`src/hdl/qjt_pkg.sv`:
```
`timescale 1ns / 1ps
`default_nettype none
// ----------------------------------------------------------------------------
// qjt_pkg
// shared types and codes for the quintic joint trajectory generator
// ----------------------------------------------------------------------------
package qjt_pkg;

    typedef enum logic [1:0] {
        OP_LOAD   = 2'd0,
        OP_TICK   = 2'd1,
        OP_CANCEL = 2'd2,
        OP_NONE   = 2'd3
    } opcode_t;

    typedef enum logic [1:0] {
        ST_SETPOINT = 2'd0,
        ST_IDLE     = 2'd1,
        ST_CANCELED = 2'd2
    } status_t;

    typedef enum logic [3:0] {
        S_IDLE,
        S_DIV,
        S_T2,
        S_T3,
        S_INNER,
        S_S,
        S_JSUB,
        S_JMUL,
        S_JADD,
        S_OUT,
        S_REPLY
    } state_t;

endpackage
`default_nettype wire

```
`src/hdl/qjt_serial_mul.sv`:
```
`timescale 1ns / 1ps
`default_nettype none
// ----------------------------------------------------------------------------
// qjt_serial_mul
// shift-add signed by unsigned multiplier, one multiplier bit per cycle
// ----------------------------------------------------------------------------
module qjt_serial_mul #(
    parameter int AW = 34,
    parameter int BW = 26
) (
    input  wire logic                 clk,
    input  wire logic                 rst_n,
    input  wire logic                 start,
    input  wire logic signed [AW-1:0] a,
    input  wire logic        [BW-1:0] b,
    output logic signed [AW+BW-1:0]   p,
    output logic                      done
);
    localparam int CW = $clog2(BW + 1);

    logic signed [AW+BW-1:0] acc_reg, acc_next;
    logic signed [AW+BW-1:0] mc_reg, mc_next;
    logic [BW-1:0] mr_reg, mr_next;
    logic [CW-1:0] cnt_reg, cnt_next;
    logic busy_reg, busy_next, done_reg, done_next;

    always_ff @(posedge clk or negedge rst_n)
    begin
        if (!rst_n)
        begin
            busy_reg <= 1'b0;
            done_reg <= 1'b0;
            cnt_reg  <= '0;
        end
        else
        begin
            busy_reg <= busy_next;
            done_reg <= done_next;
            cnt_reg  <= cnt_next;
        end
    end

    always_ff @(posedge clk)
    begin
        acc_reg <= acc_next;
        mc_reg  <= mc_next;
        mr_reg  <= mr_next;
    end

    always_comb
    begin
        acc_next  = acc_reg;
        mc_next   = mc_reg;
        mr_next   = mr_reg;
        cnt_next  = cnt_reg;
        busy_next = busy_reg;
        done_next = 1'b0;
        if (start)
        begin
            acc_next  = '0;
            mc_next   = (AW+BW)'(a);
            mr_next   = b;
            cnt_next  = CW'(BW);
            busy_next = 1'b1;
        end
        else if (busy_reg)
        begin
            if (mr_reg[0])
                acc_next = acc_reg + mc_reg;
            mc_next  = mc_reg <<< 1;
            mr_next  = mr_reg >> 1;
            cnt_next = cnt_reg - 1'b1;
            if (cnt_reg == CW'(1))
            begin
                busy_next = 1'b0;
                done_next = 1'b1;
            end
        end
    end

    assign p    = acc_reg;
    assign done = done_reg;
endmodule
`default_nettype wire

```
`src/hdl/qjt_serial_div.sv`:
```
`timescale 1ns / 1ps
`default_nettype none
// ----------------------------------------------------------------------------
// qjt_serial_div
// restoring divider for tau = (i << F) / n, one quotient bit per cycle
// ----------------------------------------------------------------------------
module qjt_serial_div #(
    parameter int NW = 40,
    parameter int DW = 16
) (
    input  wire logic          clk,
    input  wire logic          rst_n,
    input  wire logic          start,
    input  wire logic [NW-1:0] num,
    input  wire logic [DW-1:0] den,
    output logic      [NW-1:0] quo,
    output logic               done
);
    localparam int CW = $clog2(NW + 1);

    logic [NW-1:0] q_reg, q_next;
    logic [DW:0]   r_reg, r_next;
    logic [DW-1:0] d_reg, d_next;
    logic [CW-1:0] cnt_reg, cnt_next;
    logic busy_reg, busy_next, done_reg, done_next;
    logic [DW:0]   trial;

    always_ff @(posedge clk or negedge rst_n)
    begin
        if (!rst_n)
        begin
            busy_reg <= 1'b0;
            done_reg <= 1'b0;
            cnt_reg  <= '0;
        end
        else
        begin
            busy_reg <= busy_next;
            done_reg <= done_next;
            cnt_reg  <= cnt_next;
        end
    end

    always_ff @(posedge clk)
    begin
        q_reg <= q_next;
        r_reg <= r_next;
        d_reg <= d_next;
    end

    always_comb
    begin
        q_next    = q_reg;
        r_next    = r_reg;
        d_next    = d_reg;
        cnt_next  = cnt_reg;
        busy_next = busy_reg;
        done_next = 1'b0;
        trial     = {r_reg[DW-1:0], q_reg[NW-1]};
        if (start)
        begin
            q_next    = num;
            r_next    = '0;
            d_next    = den;
            cnt_next  = CW'(NW);
            busy_next = 1'b1;
        end
        else if (busy_reg)
        begin
            if (trial >= {1'b0, d_reg})
            begin
                r_next = trial - {1'b0, d_reg};
                q_next = {q_reg[NW-2:0], 1'b1};
            end
            else
            begin
                r_next = trial;
                q_next = {q_reg[NW-2:0], 1'b0};
            end
            cnt_next = cnt_reg - 1'b1;
            if (cnt_reg == CW'(1))
            begin
                busy_next = 1'b0;
                done_next = 1'b1;
            end
        end
    end

    assign quo  = q_reg;
    assign done = done_reg;
endmodule
`default_nettype wire

```
`src/hdl/quintic_joint_trajectory.sv`:
```
`timescale 1ns / 1ps
`default_nettype none
// sequence: a tick runs S_DIV, S_T2, S_T3, S_INNER and S_S, then S_JSUB, S_JMUL and S_JADD
//   for each joint, one setpoint per joint, then S_OUT; it holds the input until back in S_IDLE
// idle and cancel replies pass through S_REPLY into the output register; a load writes the stores
// throughput: one request at a time; a stalled output register holds the sequence in place
// reset: stores cleared, block idle, step_count = 100
// ----------------------------------------------------------------------------
// quintic_joint_trajectory
// quintic blend trajectory sequencer over a bit-serial divider and multiplier
// ----------------------------------------------------------------------------
module quintic_joint_trajectory #(
    parameter int JOINTS        = 7,
    parameter int TAU_FRAC_BITS = 16
) (
    input  wire logic               clk,
    input  wire logic               rst_n,
    input  wire logic               cfg_we,
    input  wire logic [15:0]        cfg_data,
    input  wire logic               in_valid,
    output logic                    in_stall,
    input  wire logic [1:0]         opcode,
    input  wire logic [3:0]         joint_index,
    input  wire logic signed [31:0] start_pos,
    input  wire logic signed [31:0] goal_pos,
    output logic                    out_valid,
    input  wire logic               out_stall,
    output logic [3:0]              joint_number,
    output logic signed [31:0]      position,
    output logic                    last,
    output logic [1:0]              status,
    output logic                    final_step
);
    localparam int F   = TAU_FRAC_BITS;
    localparam int JW  = (JOINTS > 1) ? $clog2(JOINTS) : 1;
    localparam int TW  = F + 1;           // tau in [0, 2^F]
    localparam int NW  = 16 + F;          // dividend width
    localparam int AW  = F + 6;           // signed operand holds inner up to 10*2^F
    localparam int MA  = (AW > 34) ? AW : 34;
    localparam int MB  = TW;
    localparam int PW  = MA + MB;

    logic signed [31:0] start_mem [JOINTS];
    logic signed [31:0] goal_mem  [JOINTS];

    qjt_pkg::state_t state_reg, state_next;
    logic [15:0] step_count_reg;
    logic [15:0] step_reg, step_next;
    logic        moving_reg, moving_next;
    logic [15:0] i_reg, i_next;
    logic        fin_reg, fin_next;
    logic [TW-1:0] tau_reg, tau_next, t2_reg, t2_next, t3_reg, t3_next, s_reg, s_next;
    logic [JW-1:0] j_reg, j_next;
    logic signed [MA-1:0] ma_reg, ma_next;
    logic [MB-1:0] mb_reg, mb_next;
    logic signed [32:0] a_reg, a_next;
    logic signed [34:0] res_reg, res_next;

    logic        ov_reg, ov_next;
    logic [3:0]  oj_reg, oj_next;
    logic [31:0] op_reg, op_next;
    logic        ol_reg, ol_next, of_reg, of_next;
    logic [1:0]  os_reg, os_next;

    // multiplier launch is registered so it sees the operands just loaded
    logic mul_start_reg, mul_start_next;
    logic mul_done;
    logic signed [PW-1:0] mul_p;
    logic div_start, div_done;
    logic [NW-1:0] div_q;
    logic [15:0] n_eff;
    // divider already launched for this tick
    logic seen_reg;

    logic signed [PW-1:0] shifted;
    logic [PW-1:0] ushift;
    logic signed [AW-1:0] inner;
    logic accept, out_free;

    assign n_eff   = (step_count_reg == 16'd0) ? 16'd1 : step_count_reg;
    assign out_free = !ov_reg || !out_stall;
    assign in_stall = (state_reg != qjt_pkg::S_IDLE) || !out_free;
    assign accept   = in_valid && !in_stall;

    qjt_serial_div #(.NW(NW), .DW(16)) u_div (
        .clk(clk), .rst_n(rst_n), .start(div_start),
        .num({i_reg, {F{1'b0}}}), .den(n_eff), .quo(div_q), .done(div_done)
    );

    qjt_serial_mul #(.AW(MA), .BW(MB)) u_mul (
        .clk(clk), .rst_n(rst_n), .start(mul_start_reg), .a(ma_reg), .b(mb_reg),
        .p(mul_p), .done(mul_done)
    );

    always_ff @(posedge clk or negedge rst_n)
    begin
        if (!rst_n)
        begin
            state_reg      <= qjt_pkg::S_IDLE;
            step_count_reg <= 16'd100;
            step_reg       <= '0;
            moving_reg     <= 1'b0;
            ov_reg         <= 1'b0;
            mul_start_reg  <= 1'b0;
            for (int k = 0; k < JOINTS; k++)
            begin
                start_mem[k] <= '0;
                goal_mem[k]  <= '0;
            end
        end
        else
        begin
            state_reg     <= state_next;
            step_reg      <= step_next;
            moving_reg    <= moving_next;
            ov_reg        <= ov_next;
            mul_start_reg <= mul_start_next;
            if (cfg_we)
                step_count_reg <= cfg_data;
            if (accept && opcode == qjt_pkg::OP_LOAD && {28'd0, joint_index} < JOINTS)
            begin
                start_mem[joint_index[JW-1:0]] <= start_pos;
                goal_mem[joint_index[JW-1:0]]  <= goal_pos;
            end
        end
    end

    always_ff @(posedge clk)
    begin
        i_reg   <= i_next;
        fin_reg <= fin_next;
        tau_reg <= tau_next;
        t2_reg  <= t2_next;
        t3_reg  <= t3_next;
        s_reg   <= s_next;
        j_reg   <= j_next;
        ma_reg  <= ma_next;
        mb_reg  <= mb_next;
        a_reg   <= a_next;
        res_reg <= res_next;
        oj_reg  <= oj_next;
        op_reg  <= op_next;
        ol_reg  <= ol_next;
        of_reg  <= of_next;
        os_reg  <= os_next;
    end

    assign shifted = mul_p >>> F;   // arithmetic shift floors toward minus infinity
    assign ushift  = mul_p >> F;

    always_comb
    begin
        state_next  = state_reg;
        step_next   = step_reg;
        moving_next = moving_reg;
        i_next = i_reg;  fin_next = fin_reg;
        tau_next = tau_reg; t2_next = t2_reg; t3_next = t3_reg; s_next = s_reg;
        j_next = j_reg; ma_next = ma_reg; mb_next = mb_reg;
        a_next = a_reg; res_next = res_reg;
        ov_next = ov_reg && out_stall;
        oj_next = oj_reg; op_next = op_reg; ol_next = ol_reg;
        of_next = of_reg; os_next = os_reg;
        div_start = 1'b0;
        mul_start_next = 1'b0;
        inner = '0;
        case (state_reg)
            qjt_pkg::S_IDLE:
            begin
                if (accept)
                begin
                    case (opcode)
                        qjt_pkg::OP_LOAD:
                        begin
                            if ({28'd0, joint_index} < JOINTS)
                            begin
                                step_next   = '0;
                                moving_next = 1'b1;
                            end
                        end
                        qjt_pkg::OP_TICK:
                        begin
                            if (!moving_reg)
                            begin
                                os_next = qjt_pkg::ST_IDLE;
                                state_next = qjt_pkg::S_REPLY;
                            end
                            else
                            begin
                                if ({1'b0, step_reg} + 17'd1 >= {1'b0, n_eff})
                                begin
                                    i_next = n_eff;
                                    fin_next = 1'b1;
                                end
                                else
                                begin
                                    i_next = step_reg + 16'd1;
                                    fin_next = 1'b0;
                                end
                                state_next = qjt_pkg::S_DIV;
                            end
                        end
                        qjt_pkg::OP_CANCEL:
                        begin
                            os_next = moving_reg ? qjt_pkg::ST_CANCELED : qjt_pkg::ST_IDLE;
                            moving_next = 1'b0;
                            step_next = '0;
                            state_next = qjt_pkg::S_REPLY;
                        end
                        default: ;
                    endcase
                end
            end
            qjt_pkg::S_REPLY:
            begin
                ov_next = 1'b1;
                oj_next = '0; op_next = '0; ol_next = 1'b1; of_next = 1'b0;
                state_next = qjt_pkg::S_IDLE;
            end
            qjt_pkg::S_DIV:
            begin
                // i_reg is loaded, start once then wait
                if (!seen_reg)
                    div_start = 1'b1;
                else if (div_done)
                begin
                    tau_next = div_q[TW-1:0];
                    ma_next  = MA'(div_q[TW-1:0]);
                    mb_next  = div_q[TW-1:0];
                    mul_start_next = 1'b1;
                    state_next = qjt_pkg::S_T2;
                end
            end
            qjt_pkg::S_T2:
            begin
                if (mul_done)
                begin
                    t2_next = ushift[TW-1:0];
                    ma_next = MA'(ushift[TW-1:0]);
                    mb_next = tau_reg;
                    mul_start_next = 1'b1;
                    state_next = qjt_pkg::S_T3;
                end
            end
            qjt_pkg::S_T3:
            begin
                if (mul_done)
                begin
                    t3_next = ushift[TW-1:0];
                    state_next = qjt_pkg::S_INNER;
                end
            end
            qjt_pkg::S_INNER:
            begin
                inner = AW'(10) * (AW'(1) << F) - AW'(15) * AW'(tau_reg)
                        + AW'(6) * AW'(t2_reg);
                if (inner < 0)
                    inner = '0;
                ma_next = MA'(inner);
                mb_next = t3_reg;
                mul_start_next = 1'b1;
                state_next = qjt_pkg::S_S;
            end
            qjt_pkg::S_S:
            begin
                if (mul_done)
                begin
                    if (ushift > PW'(1 << F))
                        s_next = TW'(1 << F);
                    else
                        s_next = ushift[TW-1:0];
                    j_next = '0;
                    state_next = qjt_pkg::S_JSUB;
                end
            end
            qjt_pkg::S_JSUB:
            begin
                a_next  = 33'(start_mem[j_reg]);
                ma_next = MA'(33'(goal_mem[j_reg]) - 33'(start_mem[j_reg]));
                mb_next = s_reg;
                mul_start_next = 1'b1;
                state_next = qjt_pkg::S_JMUL;
            end
            qjt_pkg::S_JMUL:
            begin
                if (mul_done)
                begin
                    res_next = 35'(a_reg) + 35'(shifted);
                    state_next = qjt_pkg::S_JADD;
                end
            end
            qjt_pkg::S_JADD:
            begin
                if (out_free)
                begin
                    ov_next = 1'b1;
                    oj_next = 4'(j_reg);
                    if (res_reg > 35'sh07FFFFFFF)
                        op_next = 32'h7FFFFFFF;
                    else if (res_reg < -35'sh080000000)
                        op_next = 32'h80000000;
                    else
                        op_next = res_reg[31:0];
                    ol_next = (32'(j_reg) == JOINTS - 1);
                    os_next = qjt_pkg::ST_SETPOINT;
                    of_next = fin_reg;
                    if (32'(j_reg) == JOINTS - 1)
                    begin
                        state_next = qjt_pkg::S_OUT;
                    end
                    else
                    begin
                        j_next = j_reg + 1'b1;
                        state_next = qjt_pkg::S_JSUB;
                    end
                end
            end
            qjt_pkg::S_OUT:
            begin
                if (fin_reg)
                begin
                    moving_next = 1'b0;
                    step_next = '0;
                end
                else
                    step_next = i_reg;
                state_next = qjt_pkg::S_IDLE;
            end
            default: state_next = qjt_pkg::S_IDLE;
        endcase
    end

    always_ff @(posedge clk or negedge rst_n)
    begin
        if (!rst_n)
            seen_reg <= 1'b0;
        else if (state_reg != qjt_pkg::S_DIV)
            seen_reg <= 1'b0;
        else
            seen_reg <= 1'b1;
    end

    assign out_valid    = ov_reg;
    assign joint_number = oj_reg;
    assign position     = op_reg;
    assign last         = ol_reg;
    assign status       = os_reg;
    assign final_step   = of_reg;
endmodule
`default_nettype wire

```
`config.mk`:
```
export PLATFORM = sky130hd
export DESIGN_NAME = quintic_joint_trajectory
export DESIGN_NICKNAME = d
export VERILOG_FILES = /design/src/hdl/qjt_pkg.sv /design/src/hdl/qjt_serial_mul.sv /design/src/hdl/qjt_serial_div.sv /design/src/hdl/quintic_joint_trajectory.sv
export SDC_FILE = /design/constraint.sdc
export NUM_CORES = 2
export LEC_CHECK = 0
export BUFFER_PORTS_ARGS = -buffer_cell sky130_fd_sc_hd__clkbuf_2
export CORE_MARGIN = 4
export CORE_UTILIZATION = 40
export CTS_CLUSTER_SIZE = 40
export DETAILED_ROUTE_END_ITERATION = 16
export PLACE_DENSITY = 0.55
export SYNTH_ARGS = -nofsm -noshare
export SYNTH_HDL_FRONTEND = slang
export SYNTH_HIERARCHICAL = 1
export SYNTH_SLANG_ARGS = --single-unit
```
`constraint.sdc`:
```
create_clock -name clk -period 7.38 [get_ports clk]
set_input_delay 1.476 -clock clk [delete_from_list [all_inputs] [get_ports clk]]
set_output_delay 1.476 -clock clk [all_outputs]
set_load 0.05 [all_outputs]
```
==> report_table.html <==
<table>
<tr><th>Metric</th><th>Value</th></tr>
<tr><th colspan="2">Status</th></tr>
<tr><td>Run status</td><td>complete, no violations</td></tr>
<tr><th colspan="2">Placement</th></tr>
<tr><td>HPWL after detailed placement</td><td>90650 um</td></tr>
<tr><td>Port Buf Inserts</td><td>131</td></tr>
<tr><td>Number of placed instances with taps included</td><td>5837</td></tr>
<tr><td>Placer's final routability congestion estimate</td><td>0.8976</td></tr>
<tr><th colspan="2">Clocking</th></tr>
<tr><td>CTS Hold Buffers Added</td><td>0</td></tr>
<tr><td>Count of buffers added by post-CTS timing repair for setup</td><td>0</td></tr>
<tr><td>Root Buffer</td><td>sky130_fd_sc_hd__clkbuf_16</td></tr>
<tr><td>TritonCTS clock tree</td><td>built</td></tr>
<tr><td>Clock latency of the later-clocked register in the worst-skew pair</td><td>0.71 ns</td></tr>
<tr><td>Clock buffer count from CTS</td><td>103</td></tr>
<tr><td>CTS-repair resized insts</td><td>0</td></tr>
<tr><td>Number of H-tree levels</td><td>3</td></tr>
<tr><td>Clk pin slew, worst setup/hold paths</td><td>0.06 ns</td></tr>
<tr><td>Clk sink count</td><td>930</td></tr>
<tr><td>Number of buffers between clock root and the deepest sink</td><td>3</td></tr>
<tr><th colspan="2">Global route</th></tr>
<tr><td>Total Routing Usage GR</td><td>20.04%</td></tr>
<tr><td>Global-route wire length before repair</td><td>204000 um</td></tr>
<tr><td>Number of antenna violations at the first check in global routing</td><td>12</td></tr>
<tr><td>Most used routing layer</td><td>met2</td></tr>
<tr><td>GR Overflow Total</td><td>0</td></tr>
<tr><td>GR Util met3</td><td>3.043%</td></tr>
<tr><td>Global routing usage on met1</td><td>27.78%</td></tr>
<tr><td>Pin count of the biggest net entering global routing</td><td>160</td></tr>
<tr><td>Met2 capacity usage during global routing</td><td>32.69%</td></tr>
<tr><td>Via count of the first global-routing pass</td><td>33420</td></tr>
<tr><th colspan="2">STA</th></tr>
<tr><td>Minimum clock period</td><td>6.186 ns</td></tr>
<tr><td>Peak Freq</td><td>161.7 MHz</td></tr>
<tr><td>Relative slew slack</td><td>22.36%</td></tr>
<tr><td>Number of max-slew violations in the final report</td><td>0</td></tr>
<tr><td>Final worst path period share</td><td>83.82%</td></tr>
<tr><td>Unrepaired setup endpoints after global routing</td><td>no</td></tr>
<tr><td>Worst setup skew after layout</td><td>0.02627 ns</td></tr>
<tr><td>Fin Setup TNS</td><td>0 ns</td></tr>
<tr><td>Number of hold violations in the final report</td><td>0</td></tr>
<tr><td>Number of setup violations in the final report</td><td>0</td></tr>
<tr><td>Hold Worst Slack</td><td>0.4597 ns</td></tr>
<tr><td>Transition time at the pin with the least slew margin</td><td>1.162 ns</td></tr>
<tr><th colspan="2">Logic synthesis</th></tr>
<tr><td>Compound-Gate Fraction of Synth Area</td><td>11.46%</td></tr>
<tr><td>Most used DFF post-synth</td><td>sky130_fd_sc_hd__dfrtp_1</td></tr>
<tr><td>Sequential element share of the synthesized area</td><td>49.38%</td></tr>
<tr><td>Synthesis Warnings</td><td>6</td></tr>
<tr><td>Adder and majority gate portion of the synthesized area</td><td>7.552%</td></tr>
<tr><td>Fraction of the mapped netlist area in simple logic gates</td><td>7.876%</td></tr>
<tr><td>Mapped cell area</td><td>50100 sq um</td></tr>
<tr><td>Mean area per synthesized cell</td><td>11.86 sq um</td></tr>
<tr><td>Portion of netlist area occupied by mux cells</td><td>16.77%</td></tr>
<tr><td>Number of flops mapped to enable cells by yosys</td><td>360</td></tr>
<tr><td>Number of register bits inferred by synthesis</td><td>930</td></tr>
<tr><td>Top cells by area, synth</td><td>sky130_fd_sc_hd__dfrtp_1 25%, sky130_fd_sc_hd__edfxtp_1 22%, sky130_fd_sc_hd__mux2_2 11%, sky130_fd_sc_hd__ha_1 5.4%, sky130_fd_sc_hd__mux4_2 2.9%</td></tr>
<tr><td>Xor/xnor cell area share of the yosys netlist</td><td>2.727%</td></tr>
<tr><td>Largest family of logic cells by synthesized area</td><td>multiplexers</td></tr>
<tr><td>Share of the synthesized area in the top cell type</td><td>24.97%</td></tr>
<tr><td>Most area-hungry cell type in the Yosys netlist</td><td>sky130_fd_sc_hd__dfrtp_1</td></tr>
<tr><td>Share of flip-flops with an asynchronous set or reset</td><td>54.09%</td></tr>
<tr><td>Mapped Cells</td><td>4226</td></tr>
<tr><td>Netlist cell types</td><td>106</td></tr>
<tr><th colspan="2">Drt</th></tr>
<tr><td>Average via count per standard cell</td><td>5.487</td></tr>
<tr><td>Total vias in the final route</td><td>33110</td></tr>
<tr><td>Number of detailed-route iterations in the first pass</td><td>6</td></tr>
<tr><td>Number of DRC violations after detailed-routing iteration 0</td><td>2351</td></tr>
<tr><td>Post-DRT Antenna Nets</td><td>0</td></tr>
<tr><td>DRC violation count after routing</td><td>0</td></tr>
<tr><td>Total length of routed wires</td><td>131200 um</td></tr>
<tr><td>Post-DR wirelength/cell</td><td>21.74 um</td></tr>
<tr><th colspan="2">Floorplanning</th></tr>
<tr><td>Y dimension of the die</td><td>361.9 um</td></tr>
<tr><td>Effective utilization at floorplan</td><td>40.37%</td></tr>
<tr><td>Area enclosed by the die boundary</td><td>131000 sq um</td></tr>
<tr><td>Floorplan row count</td><td>129</td></tr>
<tr><td>I/O pin count</td><td>133</td></tr>
<tr><td>Die outline width</td><td>361.9 um</td></tr>
<tr><td>Core area</td><td>124100 sq um</td></tr>
<tr><th colspan="2">Setup path</th></tr>
<tr><td>Top Family by Delay on Critical Path</td><td>compound AO/OA/AOI/OAI gates</td></tr>
<tr><td>Startpoint of the most critical setup path</td><td>t2_reg[1]</td></tr>
<tr><td>Startpoint kind of the worst setup timing path</td><td>flip-flop</td></tr>
<tr><td>Crit Path Max Fanout</td><td>15</td></tr>
<tr><td>Type of destination of the critical path</td><td>flip-flop</td></tr>
<tr><td>Setup slack of the worst register-to-register path</td><td>1.19 ns</td></tr>
<tr><td>Arrival time worst endpoint</td><td>6.60 ns</td></tr>
<tr><td>Number of cells on the worst reg-to-reg path</td><td>25</td></tr>
<tr><td>Crit Reg-Reg Endpoint</td><td>ma_reg[13]</td></tr>
<tr><td>Count of buffer and inverter cells on the critical path</td><td>3</td></tr>
<tr><td>Kind of critical path</td><td>flip-flop to flip-flop</td></tr>
<tr><td>Endpoint of the worst setup timing path</td><td>ma_reg[13]</td></tr>
<tr><td>Worst reg2reg startpoint</td><td>t2_reg[1]</td></tr>
<tr><td>Delay of the slowest cell on the worst path</td><td>0.54 ns</td></tr>
<tr><td>Critical path data required time</td><td>7.79 ns</td></tr>
<tr><td>Depth of the critical timing path with buffers and inverters included</td><td>25</td></tr>
<tr><td>Cell with the biggest individual delay on the critical path</td><td>sky130_fd_sc_hd__fa_1</td></tr>
<tr><th colspan="2">Cells and area</th></tr>
<tr><td>Final standard cell count with taps included and fillers excluded</td><td>6035</td></tr>
<tr><td>Number of fill cells</td><td>11440</td></tr>
<tr><td>Area added between synthesis and finish</td><td>11.18%</td></tr>
<tr><td>Fraction of layout instances using a drive strength above 1</td><td>21.90%</td></tr>
<tr><td>Top Registers</td><td>goal_mem (224), start_mem (224)</td></tr>
<tr><td>Net count, final</td><td>4666</td></tr>
<tr><th colspan="2">Run</th></tr>
<tr><td>Max capacitance violation total</td><td>0</td></tr>
<tr><th colspan="2">Power and ir drop</th></tr>
<tr><td>Combinational Power Share</td><td>29.9%</td></tr>
<tr><td>Power dissipated by switching net loads</td><td>6.171 mW</td></tr>
<tr><td>Portion of total power attributed to sequential cells</td><td>41.0%</td></tr>
<tr><td>Maximum resistive drop on vdd</td><td>0.1825 mV</td></tr>
<tr><td>Total power density per cell area</td><td>321.0 nW/um^2</td></tr>
<tr><td>Clock power frac</td><td>29.1%</td></tr>
<tr><td>Internal cell power</td><td>11.71 mW</td></tr>
<tr><td>Static Leakage</td><td>24.87 nW</td></tr>
<tr><td>Switching power as a share of total power</td><td>34.51%</td></tr>
<tr><th colspan="2">Worst hold path</th></tr>
<tr><td>Hold path cells</td><td>2</td></tr>
<tr><td>Worst min-delay path class</td><td>flip-flop to flip-flop</td></tr>
</table>
==> cell usage in the layout, fill, tap and decap left out, types with 59 or more instances in the layout <==
cell                          n
sky130_fd_sc_hd__edfxtp_1   360
sky130_fd_sc_hd__o21ai_0    146
sky130_fd_sc_hd__clkbuf_16  107
sky130_fd_sc_hd__clkbuf_2   130
sky130_fd_sc_hd__a21o_1     106
sky130_fd_sc_hd__nand2_1    229
sky130_fd_sc_hd__inv_1      254
sky130_fd_sc_hd__dfxtp_1     67
sky130_fd_sc_hd__ha_1       216
sky130_fd_sc_hd__mux2i_1     78
sky130_fd_sc_hd__a21oi_1    279
sky130_fd_sc_hd__xor2_1      59
sky130_fd_sc_hd__mux2_2     490
sky130_fd_sc_hd__nor2_1     274
sky130_fd_sc_hd__xnor2_1     97
sky130_fd_sc_hd__dfrtp_1    499
sky130_fd_sc_hd__mux4_2      64
==> worst min-delay path by stage <==
stage	start	to	slack, ns
after detailed placement	u_mul/p[12]	u_mul/p[12]	0.45
after CTS	u_mul/p[8]	u_mul/p[8]	0.46
after global routing	u_mul/p[14]	u_mul/p[14]	0.48
after floorplan	u_mul/p[10]	u_mul/p[10]	0.44
final	u_mul/p[13]	u_mul/p[13]	0.46
after global placement	u_mul/p[12]	u_mul/p[12]	0.44
==> cell usage after synthesis, types with 67 or more instances <==
master	count
sky130_fd_sc_hd__o21ai_0	146
sky130_fd_sc_hd__nand2_1	230
sky130_fd_sc_hd__ha_1	216
sky130_fd_sc_hd__dfxtp_1	67
sky130_fd_sc_hd__dfrtp_1	500
sky130_fd_sc_hd__inv_1	255
sky130_fd_sc_hd__edfxtp_1	360
sky130_fd_sc_hd__nor2_1	279
sky130_fd_sc_hd__mux2i_1	78
sky130_fd_sc_hd__a21o_1	106
sky130_fd_sc_hd__mux2_2	490
sky130_fd_sc_hd__a21oi_1	280
sky130_fd_sc_hd__clkbuf_1	120
sky130_fd_sc_hd__xnor2_1	97
==> per-layer routing <==
metal | vias up | wire (um)
met2 | 737 | 61570
li1 | 15520 | -
met4 | 4 | 3168
met1 | 16700 | 60020
met5 | - | 21
met3 | 153 | 6401
==> stage by stage <==
stage | instance area [sq um] | utilization (%) | setup slack [ns] | total power [mW]
final | 55700 | 44.88 | 1.194 | 17.88
after global routing | 55700 | 44.88 | 0.6198 | 18.91
after CTS | 55690 | 44.87 | 1.251 | 18.03
after detailed placement | 52270 | 42.11 | 1.286 | 12.74
after global placement | 52270 | 42.11 | 1.351 | 12.68
after floorplan | 50160 | - | 1.881 | 11.00
==> worst register-to-register path, cell delays in order (launching register included) <==
cell,delay (ns)
sky130_fd_sc_hd__edfxtp_1,0.37
sky130_fd_sc_hd__ha_1,0.19
sky130_fd_sc_hd__inv_1,0.06
sky130_fd_sc_hd__fa_1,0.40
sky130_fd_sc_hd__nor2b_1,0.13
sky130_fd_sc_hd__o21ai_0,0.11
sky130_fd_sc_hd__a21boi_0,0.25
sky130_fd_sc_hd__o21ai_0,0.14
sky130_fd_sc_hd__a21oi_1,0.47
sky130_fd_sc_hd__a21o_1,0.19
sky130_fd_sc_hd__a21oi_1,0.07
sky130_fd_sc_hd__xnor2_1,0.14
sky130_fd_sc_hd__ha_1,0.27
sky130_fd_sc_hd__inv_1,0.04
sky130_fd_sc_hd__fa_1,0.46
sky130_fd_sc_hd__fa_1,0.54
sky130_fd_sc_hd__inv_1,0.05
sky130_fd_sc_hd__ha_1,0.36
sky130_fd_sc_hd__a21o_1,0.18
sky130_fd_sc_hd__a21o_1,0.18
sky130_fd_sc_hd__a31oi_1,0.16
sky130_fd_sc_hd__o31ai_1,0.12
sky130_fd_sc_hd__nand3_1,0.12
sky130_fd_sc_hd__a21boi_1,0.12
sky130_fd_sc_hd__o21ai_2,0.54
sky130_fd_sc_hd__o221ai_1,0.24
==> logic make-up (layout without fill, tap and decap cells) <==
family,Yosys count,count (layout)
XOR/XNOR,156,156
AO/OA/AOI/OAI,876,876
multiplexers,688,688
flip-flops,930,930
buffers and inverters,476,626
AND/OR/NAND/NOR,829,829
adder cells (fa/ha/maj),270,270
other,1,23
==> area by class of cell <==
| cell class | instances | area [sq um] | area share, % |
|---|---|---|---|
| flip-flops and latches | 930 | 24750 | 44.42 |
| inverters | 255 | 957.2 | 1.718 |
| repair buffers | 179 | 1114 | 1.999 |
| multi-input cells | 2836 | 23400 | 42.01 |
| well taps | 1637 | 2048 | 3.677 |
| clock inverters | 32 | 362.8 | 0.6514 |
| clock buffers | 160 | 3060 | 5.494 |
| diodes | 6 | 15.01 | 0.02695 |
==> power by group through the flow <==
stage,logic (mW),registers (mW),clock network (mW)
after floorplan,4.01,6.99,0
after global placement,5.25,7.43,0
after detailed placement,5.30,7.43,0
after CTS,5.33,7.34,5.36
after global routing,5.92,7.42,5.57
final,5.34,7.33,5.21
Note: power is estimated with default switching activity, not from simulation.
